===== src/sv/btli_pkg.sv =====
// Shared types and constants for the blade station table interpolator.
// Used by btli_div, btli_blend and blade_table_linear_interp; no dependencies.
package btli_pkg;

  localparam logic CMD_LOAD  = 1'b0;
  localparam logic CMD_QUERY = 1'b1;

  // Quotient bits of the weight: one integer bit and sixteen fraction bits.
  localparam int unsigned DIV_STEPS = 17;
  localparam int unsigned DIV_CNT_W = 5;
  localparam int unsigned W_W       = 17;

  typedef struct packed {
    logic               cmd;
    logic [5:0]         entry_index;
    logic [15:0]        radius_value;
    logic signed [15:0] twist_value;
    logic [15:0]        chord_value;
  } in_t;

  typedef struct packed {
    logic signed [15:0] twist_out;
    logic [15:0]        chord_out;
    logic [5:0]         lower_index;
    logic [5:0]         upper_index;
    logic [15:0]        fraction;
  } out_t;

  typedef struct packed {
    logic [15:0] radius;
    logic [15:0] twist;
    logic [15:0] chord;
  } entry_t;

  typedef enum logic {
    TAG_TWIST = 1'b0,
    TAG_CHORD = 1'b1
  } tag_e;

  typedef struct packed {
    logic valid;
    tag_e tag;
  } blend_ctl_t;

endpackage


===== src/sv/btli_div.sv =====
// Iterative restoring divider producing the 17-bit Q1.16 interpolation weight.
// Depends on btli_pkg; one quotient bit per cycle, dividend must not exceed divisor.
module btli_div (
  input  logic                       clk_i,
  input  logic                       rst_ni,
  input  logic                       start_i,
  input  logic [15:0]                dx_i,
  input  logic [15:0]                dr_i,
  output logic                       done_o,
  output logic [btli_pkg::W_W-1:0]   quot_o
);

  logic [16:0]                     rem_q, rem_d;
  logic [15:0]                     dr_q;
  logic [btli_pkg::W_W-1:0]        quot_q, quot_d;
  logic [btli_pkg::DIV_CNT_W-1:0]  cnt_q;
  logic                            done_q;
  logic                            ge;
  logic [16:0]                     sub;

  always_comb begin
    ge     = rem_q >= {1'b0, dr_q};
    sub    = ge ? (rem_q - {1'b0, dr_q}) : rem_q;
    rem_d  = {sub[15:0], 1'b0};
    quot_d = {quot_q[btli_pkg::W_W-2:0], ge};
  end

  always_ff @(posedge clk_i or negedge rst_ni) begin
    if (!rst_ni) begin
      cnt_q  <= '0;
      done_q <= 1'b0;
    end else begin
      done_q <= 1'b0;
      if (start_i) begin
        cnt_q <= btli_pkg::DIV_CNT_W'(btli_pkg::DIV_STEPS);
      end else if (cnt_q != '0) begin
        cnt_q <= cnt_q - btli_pkg::DIV_CNT_W'(1);
        if (cnt_q == btli_pkg::DIV_CNT_W'(1)) begin
          done_q <= 1'b1;
        end
      end
    end
  end

  always_ff @(posedge clk_i) begin
    if (start_i) begin
      rem_q  <= {1'b0, dx_i};
      dr_q   <= dr_i;
      quot_q <= '0;
    end else if (cnt_q != '0) begin
      rem_q  <= rem_d;
      quot_q <= quot_d;
    end
  end

  assign done_o = done_q;
  assign quot_o = quot_q;

endmodule


===== src/sv/btli_blend.sv =====
// Shared three-stage rounded linear blend: a + round(w * (b - a) / 65536).
// Depends on btli_pkg; accepts one operand set per cycle, result taken from the third register stage.
module btli_blend (
  input  logic                      clk_i,
  input  logic                      rst_ni,
  input  btli_pkg::blend_ctl_t      ctl_i,
  input  logic signed [16:0]        a_i,
  input  logic signed [16:0]        b_i,
  input  logic [btli_pkg::W_W-1:0]  w_i,
  output btli_pkg::blend_ctl_t      ctl_o,
  output logic [15:0]               res_o
);

  btli_pkg::blend_ctl_t      ctl1_q, ctl2_q, ctl3_q;
  logic signed [16:0]        a1_q, a2_q;
  logic signed [17:0]        diff1_q;
  logic [btli_pkg::W_W-1:0]  w1_q;
  logic signed [35:0]        prod_q;
  logic signed [35:0]        rnd;
  logic signed [19:0]        sum;
  logic [15:0]               res_q;

  always_comb begin
    // Floor of (p + half) / 2^16 is round half up.
    rnd = (prod_q + 36'sd32768) >>> 16;
    sum = {{3{a2_q[16]}}, a2_q} + rnd[19:0];
  end

  always_ff @(posedge clk_i or negedge rst_ni) begin
    if (!rst_ni) begin
      ctl1_q <= '0;
      ctl2_q <= '0;
      ctl3_q <= '0;
    end else begin
      ctl1_q <= ctl_i;
      ctl2_q <= ctl1_q;
      ctl3_q <= ctl2_q;
    end
  end

  always_ff @(posedge clk_i) begin
    a1_q    <= a_i;
    w1_q    <= w_i;
    diff1_q <= {b_i[16], b_i} - {a_i[16], a_i};
    a2_q    <= a1_q;
    prod_q  <= $signed({1'b0, w1_q}) * diff1_q;
    res_q   <= sum[15:0];
  end

  assign ctl_o = ctl3_q;
  assign res_o = res_q;

endmodule


===== src/sv/blade_table_linear_interp.sv =====
// A query scans one station per cycle (k stations examined, k no more than the stations in use),
// then runs the 17-step divider and the shared blend pipeline; a query clamped to the first or
// last station skips the divider. A load is written on acceptance and gives no result.
// Throughput: one query at a time, busy high from acceptance until the result strobe.
// Reset: asynchronous active low; entry_count returns to 1, table contents stay undefined.
// The result is shown for one cycle on done_o; the receiver cannot stall it.
module blade_table_linear_interp #(
  parameter int unsigned MAX_ENTRIES = 64
) (
  input  logic            clk_i,
  input  logic            rst_ni,
  input  logic            start,
  output logic            busy,
  input  btli_pkg::in_t   req_i,
  output logic            done_o,
  output btli_pkg::out_t  res_o,
  input  logic            cfg_we_i,
  input  logic [6:0]      cfg_wdata_i
);

  localparam int unsigned IDX_W = $clog2(MAX_ENTRIES);

  typedef enum logic [2:0] {
    ST_IDLE,
    ST_SCAN,
    ST_DIV,
    ST_BT,
    ST_BC,
    ST_WAIT
  } state_e;

  state_e                     state_q;
  logic [6:0]                 entry_count_q;
  logic [IDX_W-1:0]           cur_q, last_q, lo_q, hi_q;
  logic [15:0]                q_q;
  btli_pkg::entry_t           mem_q [MAX_ENTRIES];
  btli_pkg::entry_t           rd_q, prev_q, lo_ent_q, hi_ent_q;
  logic [btli_pkg::W_W-1:0]   w_q;
  logic [15:0]                twist_q;
  logic                       done_q;
  btli_pkg::out_t             res_q;

  logic                       accept;
  logic                       wr_en;
  logic [IDX_W-1:0]           rd_addr;
  logic                       below;
  logic                       div_start;
  logic                       div_done;
  logic [btli_pkg::W_W-1:0]   div_quot;
  logic [IDX_W-1:0]           last_d;
  btli_pkg::blend_ctl_t       bl_ctl_in, bl_ctl_out;
  logic signed [16:0]         bl_a, bl_b;
  logic [15:0]                bl_res;

  assign busy   = (state_q != ST_IDLE);
  assign accept = start && !busy;
  assign wr_en  = accept && (req_i.cmd == btli_pkg::CMD_LOAD)
                  && (32'(req_i.entry_index) < MAX_ENTRIES);

  assign rd_addr   = (state_q == ST_SCAN) ? (cur_q + IDX_W'(1)) : '0;
  assign below     = rd_q.radius < q_q;
  assign div_start = (state_q == ST_SCAN) && !below && (cur_q != '0);

  always_comb begin
    if (entry_count_q == '0) begin
      last_d = '0;
    end else if (32'(entry_count_q) > MAX_ENTRIES) begin
      last_d = IDX_W'(MAX_ENTRIES - 1);
    end else begin
      last_d = IDX_W'(entry_count_q - 7'd1);
    end
  end

  always_comb begin
    bl_ctl_in = '0;
    bl_a      = {1'b0, lo_ent_q.chord};
    bl_b      = {1'b0, hi_ent_q.chord};
    unique case (state_q)
      ST_BT: begin
        bl_ctl_in.valid = 1'b1;
        bl_ctl_in.tag   = btli_pkg::TAG_TWIST;
        bl_a            = {lo_ent_q.twist[15], lo_ent_q.twist};
        bl_b            = {hi_ent_q.twist[15], hi_ent_q.twist};
      end
      ST_BC: begin
        bl_ctl_in.valid = 1'b1;
        bl_ctl_in.tag   = btli_pkg::TAG_CHORD;
      end
      default: begin
      end
    endcase
  end

  always_ff @(posedge clk_i) begin
    if (wr_en) begin
      mem_q[IDX_W'(req_i.entry_index)] <= {req_i.radius_value, req_i.twist_value,
                                           req_i.chord_value};
    end
    rd_q <= mem_q[rd_addr];
  end

  always_ff @(posedge clk_i or negedge rst_ni) begin
    if (!rst_ni) begin
      state_q       <= ST_IDLE;
      entry_count_q <= 7'd1;
      done_q        <= 1'b0;
    end else begin
      done_q <= 1'b0;
      if (cfg_we_i) begin
        entry_count_q <= cfg_wdata_i;
      end
      unique case (state_q)
        ST_IDLE: begin
          if (accept && (req_i.cmd == btli_pkg::CMD_QUERY)) begin
            q_q     <= req_i.radius_value;
            last_q  <= last_d;
            cur_q   <= '0;
            state_q <= ST_SCAN;
          end
        end
        ST_SCAN: begin
          w_q <= '0;
          if (below && (cur_q != last_q)) begin
            // advance to the next station; its data is already being read
            prev_q <= rd_q;
            cur_q  <= cur_q + IDX_W'(1);
          end else if (below) begin
            // query above the last radius: clamp to the last station
            lo_q     <= cur_q;
            hi_q     <= cur_q;
            lo_ent_q <= rd_q;
            hi_ent_q <= rd_q;
            state_q  <= ST_BT;
          end else if (cur_q == '0) begin
            lo_q     <= '0;
            hi_q     <= '0;
            lo_ent_q <= rd_q;
            hi_ent_q <= rd_q;
            state_q  <= ST_BT;
          end else begin
            lo_q     <= cur_q - IDX_W'(1);
            hi_q     <= cur_q;
            lo_ent_q <= prev_q;
            hi_ent_q <= rd_q;
            state_q  <= ST_DIV;
          end
        end
        ST_DIV: begin
          if (div_done) begin
            w_q     <= div_quot;
            state_q <= ST_BT;
          end
        end
        ST_BT: begin
          state_q <= ST_BC;
        end
        ST_BC: begin
          state_q <= ST_WAIT;
        end
        ST_WAIT: begin
          if (bl_ctl_out.valid && (bl_ctl_out.tag == btli_pkg::TAG_TWIST)) begin
            twist_q <= bl_res;
          end
          if (bl_ctl_out.valid && (bl_ctl_out.tag == btli_pkg::TAG_CHORD)) begin
            res_q.twist_out   <= twist_q;
            res_q.chord_out   <= bl_res;
            res_q.lower_index <= 6'(lo_q);
            res_q.upper_index <= 6'(hi_q);
            res_q.fraction    <= w_q[16] ? 16'hFFFF : w_q[15:0];
            done_q            <= 1'b1;
            state_q           <= ST_IDLE;
          end
        end
        default: begin
          state_q <= ST_IDLE;
        end
      endcase
    end
  end

  btli_div u_div (
    .clk_i   (clk_i),
    .rst_ni  (rst_ni),
    .start_i (div_start),
    .dx_i    (q_q - prev_q.radius),
    .dr_i    (rd_q.radius - prev_q.radius),
    .done_o  (div_done),
    .quot_o  (div_quot)
  );

  btli_blend u_blend (
    .clk_i  (clk_i),
    .rst_ni (rst_ni),
    .ctl_i  (bl_ctl_in),
    .a_i    (bl_a),
    .b_i    (bl_b),
    .w_i    (w_q),
    .ctl_o  (bl_ctl_out),
    .res_o  (bl_res)
  );

  assign done_o = done_q;
  assign res_o  = res_q;

  a_single_strobe: assert property (@(posedge clk_i) disable iff (!rst_ni)
    done_o |=> !done_o)
    else $error("result strobe held for more than one cycle");

  a_equal_idx_no_frac: assert property (@(posedge clk_i) disable iff (!rst_ni)
    done_o && (res_o.lower_index == res_o.upper_index) |-> res_o.fraction == 16'd0)
    else $error("nonzero fraction on a clamped result");

  a_adjacent_idx: assert property (@(posedge clk_i) disable iff (!rst_ni)
    done_o |-> (res_o.upper_index == res_o.lower_index)
               || (res_o.upper_index == 6'(res_o.lower_index + 6'd1)))
    else $error("bracketing stations are not adjacent");

  a_query_goes_busy: assert property (@(posedge clk_i) disable iff (!rst_ni)
    accept && (req_i.cmd == btli_pkg::CMD_QUERY) |=> busy)
    else $error("accepted query did not raise busy");

  a_scan_in_range: assert property (@(posedge clk_i) disable iff (!rst_ni)
    (state_q == ST_SCAN) |-> (cur_q <= last_q))
    else $error("scan ran past the last station in use");

endmodule


===== config.mk =====
export PLATFORM = sky130hd
export DESIGN_NAME = blade_table_linear_interp
export DESIGN_NICKNAME = d
export VERILOG_FILES = /design/src/sv/btli_pkg.sv /design/src/sv/btli_div.sv /design/src/sv/btli_blend.sv /design/src/sv/blade_table_linear_interp.sv
export SDC_FILE = /design/constraint.sdc
export NUM_CORES = 2
export LEC_CHECK = 0
export BUFFER_PORTS_ARGS = -buffer_cell sky130_fd_sc_hd__buf_2
export CAP_MARGIN = 20
export CORE_MARGIN = 10
export CORE_UTILIZATION = 40
export CTS_BUF_LIST = sky130_fd_sc_hd__clkbuf_16
export CTS_CLUSTER_DIAMETER = 40
export DETAILED_ROUTE_END_ITERATION = 6
export PLACE_DENSITY = 0.52
export SKIP_CTS_REPAIR_TIMING = 1
export SLEW_MARGIN = 15
export SYNTH_ARGS = -nofsm -noshare
export SYNTH_HDL_FRONTEND = slang
export SYNTH_SLANG_ARGS = --single-unit

===== constraint.sdc =====
create_clock -name clk_i -period 10.15 [get_ports clk_i]
set_clock_uncertainty 0.2 [all_clocks]
set_input_delay 0.5075 -clock clk_i [delete_from_list [all_inputs] [get_ports clk_i]]
set_output_delay 0.5075 -clock clk_i [all_outputs]
set_load 0.005 [all_outputs]

After elaboration in Yosys (flattened, before gate mapping)

Memories as Yosys holds them, arrays and structs flattened. A register that Yosys moved wholly into a read port is not among the register bits.
Cells that the tools add are included.

Memories: 1
Bits in writable memories: 3072
Register bits after elaboration: 433
Input bits: 66

Reductions and logical operators: 27
$lt $le $gt $ge: 3
$mul: 1
Multiplexer cells: 35
Equal/unequal tests: 12
Add/sub/neg operators: 10
Bitwise logic cells: 3

Memories:

| memory | words | bits a word | rd ports | clocked after memory_dff | wr ports | line                            | RTL |
|---|---|---|---|---|---|---|---|
| mem_q  | 64    | 48          | 1        | 1                        | 1        | blade_table_linear_interp.sv:36 | `btli_pkg::entry_t mem_q [MAX_ENTRIES];` |

Operators by type and width:

| cell                                             | number |
|---|---|
| two-way mux 32 bit                               | 2 |
| two-way mux 17 bit                               | 3 |
| two-way mux 16 bit                               | 3 |
| two-way mux 6 bit                                | 8 |
| subtractor 16 bit                                | 3 |
| one-hot mux 17 bit (2 select lines)              | 1 |
| adder 32 x 17 -> 32 bit, second input constant   | 1 |
| multiplier 18 x 18 -> 32 bit                     | 1 |
| one-hot mux 3 bit (6 select lines)               | 1 |
| AND reduction 3 bit                              | 6 |
| subtractor 17 x 17 -> 18 bit                     | 1 |
| >= comparator 17 x 16 -> 1 bit                   | 1 |
| adder 16 bit                                     | 1 |
| less-than comparator 16 bit                      | 1 |
| two-way mux 3 bit                                | 4 |
| one-hot mux 6 bit (2 select lines)               | 1 |
| subtractor 6 x 1 -> 6 bit, second input constant | 2 |
| two-way mux 5 bit                                | 2 |
| two-way mux 1 bit                                | 9 |
| logical AND 1 bit                                | 8 |
| AND reduction 4 bit                              | 2 |
| > comparator 7 bit, second input constant        | 1 |
| logical NOT 7 bit                                | 1 |
| adder 6 x 1 -> 6 bit, second input constant      | 1 |
| 17 further kinds                                 | 27 |

Longest topological paths before layout

Depth after elaboration: 6
Mapped depth: 23
Gate-level depth less buffers: 22

Cells and area by module

From an unflattened synthesis, not the netlist that was laid out.

Cell total of the unflattened synthesis: 9918
Area total of the unflattened synthesis: 146800.8 um^2

Modules (own cells, without submodules):

| module                    | area each (um^2) | cells an instance | instances |
|---|---|---|---|
| blade_table_linear_interp | 130197.4         | 8163              | 1 |
| btli_blend                | 13336.5          | 1412              | 1 |
| btli_div                  | 3266.9           | 343               | 1 |

Worst setup path after synthesis

Ideal clock, no wire load.

Path kind: register -> register
Start: register u_blend.diff1_q[11]
End: register u_blend.prod_q[29]
Buffers on the path: 2
Arrival: 5919 ps
Required time: 9878 ps
Cell stages (with the launch flop): 24
Path slack: 3959 ps
Cells stage by stage: dfxtp_1 -> clkbuf_1 -> clkbuf_1 -> nand2_1 -> fa_1 -> inv_1 -> fa_1 -> inv_1 -> fa_1 -> inv_1 -> fa_1 -> fa_1 -> inv_1 -> fa_1 -> inv_1 -> ha_1 -> and4_1 -> nand2_1 -> a211oi_1 -> a22oi_1 -> a211oi_1 -> a2111oi_0 -> nor3_1 -> xor2_1

Longest elaborated chain between the ends: 1

Ends and longest elaborated chain:

| item                         | line             | RTL |
|---|---|---|
| start: declaration           | btli_blend.sv:16 | `logic signed [17:0] diff1_q;` |
| start signal: assignment     | btli_blend.sv:44 | `diff1_q <= {b_i[16], b_i} - {a_i[16], a_i};` |
| multiplier 18 x 18 -> 32 bit | btli_blend.sv:46 | `prod_q <= $signed({1'b0, w1_q}) * diff1_q;` |
| end signal: assignment       | btli_blend.sv:46 |  |
| end: declaration             | btli_blend.sv:18 | `logic signed [35:0] prod_q;` |

Every way passes these cells.
A chain may end at the register's enable or synchronous reset.

Final worst setup path

Start: register u_blend.w1_q[6] (netlist bit)
End: register u_blend.prod_q[29]

Longest elaborated chain between the ends: 1

Ends and longest elaborated chain:

| item                         | line             | RTL |
|---|---|---|
| start: declaration           | btli_blend.sv:17 | `logic [btli_pkg::W_W-1:0] w1_q;` |
| start signal: assignment     | btli_blend.sv:43 | `w1_q <= w_i;` |
| multiplier 18 x 18 -> 32 bit | btli_blend.sv:46 |  |

Every way passes these cells.

==> impl_metrics.csv <==
group,metric,value,unit
place,place_inst,14160,
status,outcome,"finished with violations",
worst_setup_path,worstPathCellList,"nand2_1 -> fa_1 -> inv_1 -> fa_1 -> inv_1 -> fa_1 -> inv_1 -> fa_1 -> fa_1 -> inv_1 -> fa_1 -> inv_1 -> ha_1 -> and4_1 -> nand2_1 -> a211oi_1 -> a22oi_1 -> a211oi_1 -> a2111oi_0 -> nor3_1 -> xor2_1",
clocking,htree_levels,5,
layout,fill_cells,31270,
timing,hold_viol,1,
grt,grt_pass1_wl,653.7,mm
run,drv_cap,0,
worst_setup_path,critPathCaptureType,"register",
detailed_routing,drt_wl_total,460.1,mm
detailed_routing,wl_per_cell,30.42,um
synthesis,synth_cell_types,77,
layout,nNetsFinal,10410,
synthesis,synth_async_sr_flop_share,0.006501,
synthesis,syn_area_per_cell,15.09,um2
worst_setup_path,path_max_fanout,18,
timing,slew_violations,0,
clocking,cts_buffers,474,
floorplan,start_util,0.4022,
clocking,root_buffer,"clkbuf_16",
timing,setup_tns,0,ns
worst_setup_path,critPathBufInv,5,
clocking,insertion_delay,1.02,ns
power_and_ir_drop,power.density,392.3,nW/um2
synthesis,ys_seq_elements,3538,
synthesis,postSynthCellCount,9667,
grt,grt_max_degree,122,
power_and_ir_drop,p_int,0.04027,W
power_and_ir_drop,switching_power,0.02621,W
timing,period_needed,7.154,ns
worst_setup_path,crit_type,"register to register",
grt,antenna_found_initial,45,
power_and_ir_drop,power_frac_seq,0.266,
layout,area_delta_synth_final,16.15,%
timing,setup_viol,0,
place,hpwl,257.5,mm
synthesis,yosys_most_used_dff,"edfxtp_1",
detailed_routing,drcViolationCount,0,
floorplan,rows,221,
synthesis,yosysTopAreaCellShare,0.6892,
synthesis,yosysWarnings,0,
worst_setup_path,r2r_cells,21,
synthesis,synth_edf_count,3349,
worst_setup_path,required,10.80,ns
clocking,clkTransAtPathRegs,0.05,ns
layout,drive_gt1_frac,0.1317,
power_and_ir_drop,comb_power_share,0.478,
layout,final_cells,15130,
grt,first_global_vias,87740,
clocking,cts.path.max_buffers,4,
floorplan,io_pins,128,
worst_setup_path,max_stage_delay,0.86,ns
power_and_ir_drop,clock_power_share,0.256,
floorplan,fp.dieW,624.0,um
floorplan,die_h,624.0,um
synthesis,yosysTopAreaCell,"edfxtp_1",
timing,slew_headroom,0.2041,
timing,fmax,139.8,MHz
worst_setup_path,worst-path-stages,21,
power_and_ir_drop,peakVddDrop,1.704,mV
timing,fin_hold_ws,-0.0004468,ns
synthesis,syn-num-nets,10180,
worst_setup_path,critPathArrivalTime,7.80,ns
timing,tightestPinTransition,1.191,ns
grt,grtUsageTotal,0.2284,
detailed_routing,vias_per_cell,5.883,
worst_setup_path,start_kind,"register",
clocking,cts_sinks,3538,
worst_setup_path,crit_top_cell,"fa_1",
detailed_routing,ant_nets,0,
timing,finalCritPeriodShare,0.7049,
place,place_congestion,0.8155,
detailed_routing,drt_iter0_drc,9901,
worst_setup_path,slowest_stage,"dfxtp_1",
detailed_routing,wl_met2,220.9,mm
detailed_routing,highest_layer,"met5",
detailed_routing,wl_met1,188.4,mm
power_and_ir_drop,p_sw_frac,0.3943,
detailed_routing,firstDrtPassIters,5,
place,io_buffers,127,
floorplan,core,362800,um2
worst_setup_path,cp_top_family,"adder cells",
timing,rsz0062_at_grt,"false",
synthesis,synth_area,145900,um2
detailed_routing,routed-wl-met3,35.30,mm
floorplan,die_area,389300,um2
grt,grt.overflow.total,0,
detailed_routing,num_vias,88980,
clocking,cts_tree,"yes",
synthesis,synth.area.top_cells,"edfxtp_1, fa_1, o22ai_1, dfxtp_1, nand2_1",
power_and_ir_drop,power_leakage,56.05,nW
status,violations,"negative hold slack",
min_path,hp-class,"primary input to async pin",
synthesis,ys_seq_area_frac,0.7160,
-- cell usage in the layout (no fill, tap or decap), types with 207 or more instances in the layout --
cell type / Yosys / routed
nand2_1: 884 / 883
o21ai_0: 233 / 232
inv_1: 397 / 455
o22ai_1: 578 / 578
edfxtp_1: 3349 / 3349
clkbuf_16: 0 / 481
fa_1: 243 / 243
buf_4: 52 / 220
a211oi_1: 207 / 207
a21oi_1: 338 / 338
a32oi_1: 307 / 307
o221ai_1: 223 / 223
nor2b_1: 209 / 208
-- flip-flops by register name, summed over array words and instances (netlist names), 18 cells and up --
| name | cells |
|---|---|
| mem_q | 3072 |
| lo_ent_q | 32 |
| u_blend.diff1_q | 18 |
| hi_ent_q | 32 |
| res_o | 60 |
| rd_q | 48 |
| prev_q | 48 |
-- worst paths after layout --
path | start | slack [ns] | to
max | u_blend.w1_q[6] | 3.00 | u_blend.prod_q[29]
min | rst_ni | -0.0004 | u_blend.ctl1_q[1]
max reg2reg | u_blend.w1_q[6] | 3.00 | u_blend.prod_q[29]
min reg2reg | u_blend.a1_q[11] | 0.13 | u_blend.a2_q[11]
max in group asynchronous | rst_ni | 9.30 | u_div.cnt_q[2]
min in group clk_i | req_i[18] | 0 | mem_q[9][18]
-- through the flow --
step | setup slack, ns | area [um2] | hold WS [ns] | utilization | power [W]
finish | 2.996 | 169500 | -0.0004468 | 0.4672 | 0.06649
global placement | 3.094 | 152200 | 0.1138 | 0.4195 | 0.04993
floorplan | 3.959 | 145900 | 0.01191 | - | 0.04052
CTS | 3.024 | 168700 | -0.6212 | 0.4650 | 0.06707
global route | 2.668 | 169500 | -0.001410 | 0.4671 | 0.07148
detailed placement | 3.029 | 152200 | 0.1121 | 0.4196 | 0.04985
-- kinds of logic after synthesis --
group	after synthesis	synth area share
AO/OA/AOI/OAI	2426	0.1139
XOR/XNOR	117	0.007023
adder cells (fa/ha/maj)	446	0.05075
buffers and inverters	1056	0.03090
flip-flops	3538	0.7160
multiplexers	298	0.02513
AND/OR/NAND/NOR	1786	0.05630
-- cell usage after synthesis, types with 209 or more instances --
| cell | n |
|---|---|
| edfxtp_1 | 3349 |
| nand2_1 | 884 |
| o22ai_1 | 578 |
| inv_1 | 397 |
| clkbuf_1 | 385 |
| a21oi_1 | 338 |
| a32oi_1 | 307 |
| fa_1 | 243 |
| nor2_1 | 242 |
| o21ai_0 | 233 |
| o221ai_1 | 223 |
| nor2b_1 | 209 |
-- power by group through the flow --
stage                     clock network, W  logic [W]  registers [W]
after floorplan                          0     0.0229         0.0176
after global placement                   0     0.0320         0.0180
after detailed placement                 0     0.0319         0.0180
after CTS                           0.0173     0.0321         0.0177
after global routing                0.0179     0.0358         0.0177
final                               0.0170     0.0318         0.0177
-- cell type report --
| type | count | area (um2) | area share |
|---|---|---|---|
| diodes | 17 | 42.54 | 0.0002510 |
| clock buffers | 481 | 12040 | 0.07102 |
| clock inverters | 408 | 4422 | 0.02609 |
| inverters | 401 | 1526 | 0.009007 |
| multi-input cells | 5073 | 37600 | 0.2219 |
| flip-flops and latches | 3538 | 104500 | 0.6164 |
| well taps | 4794 | 5998 | 0.03539 |
| repair buffers | 414 | 3383 | 0.01996 |
-- per-layer routing --
metal  global-route usage  vias to the layer above
li1                     -                    38190
met1               0.3075                    46160
met5                    0                        -
met3              0.03828                      815
met4              0.07483                       20
met2               0.3781                     3790
Power figures use the tool's default switching activity.
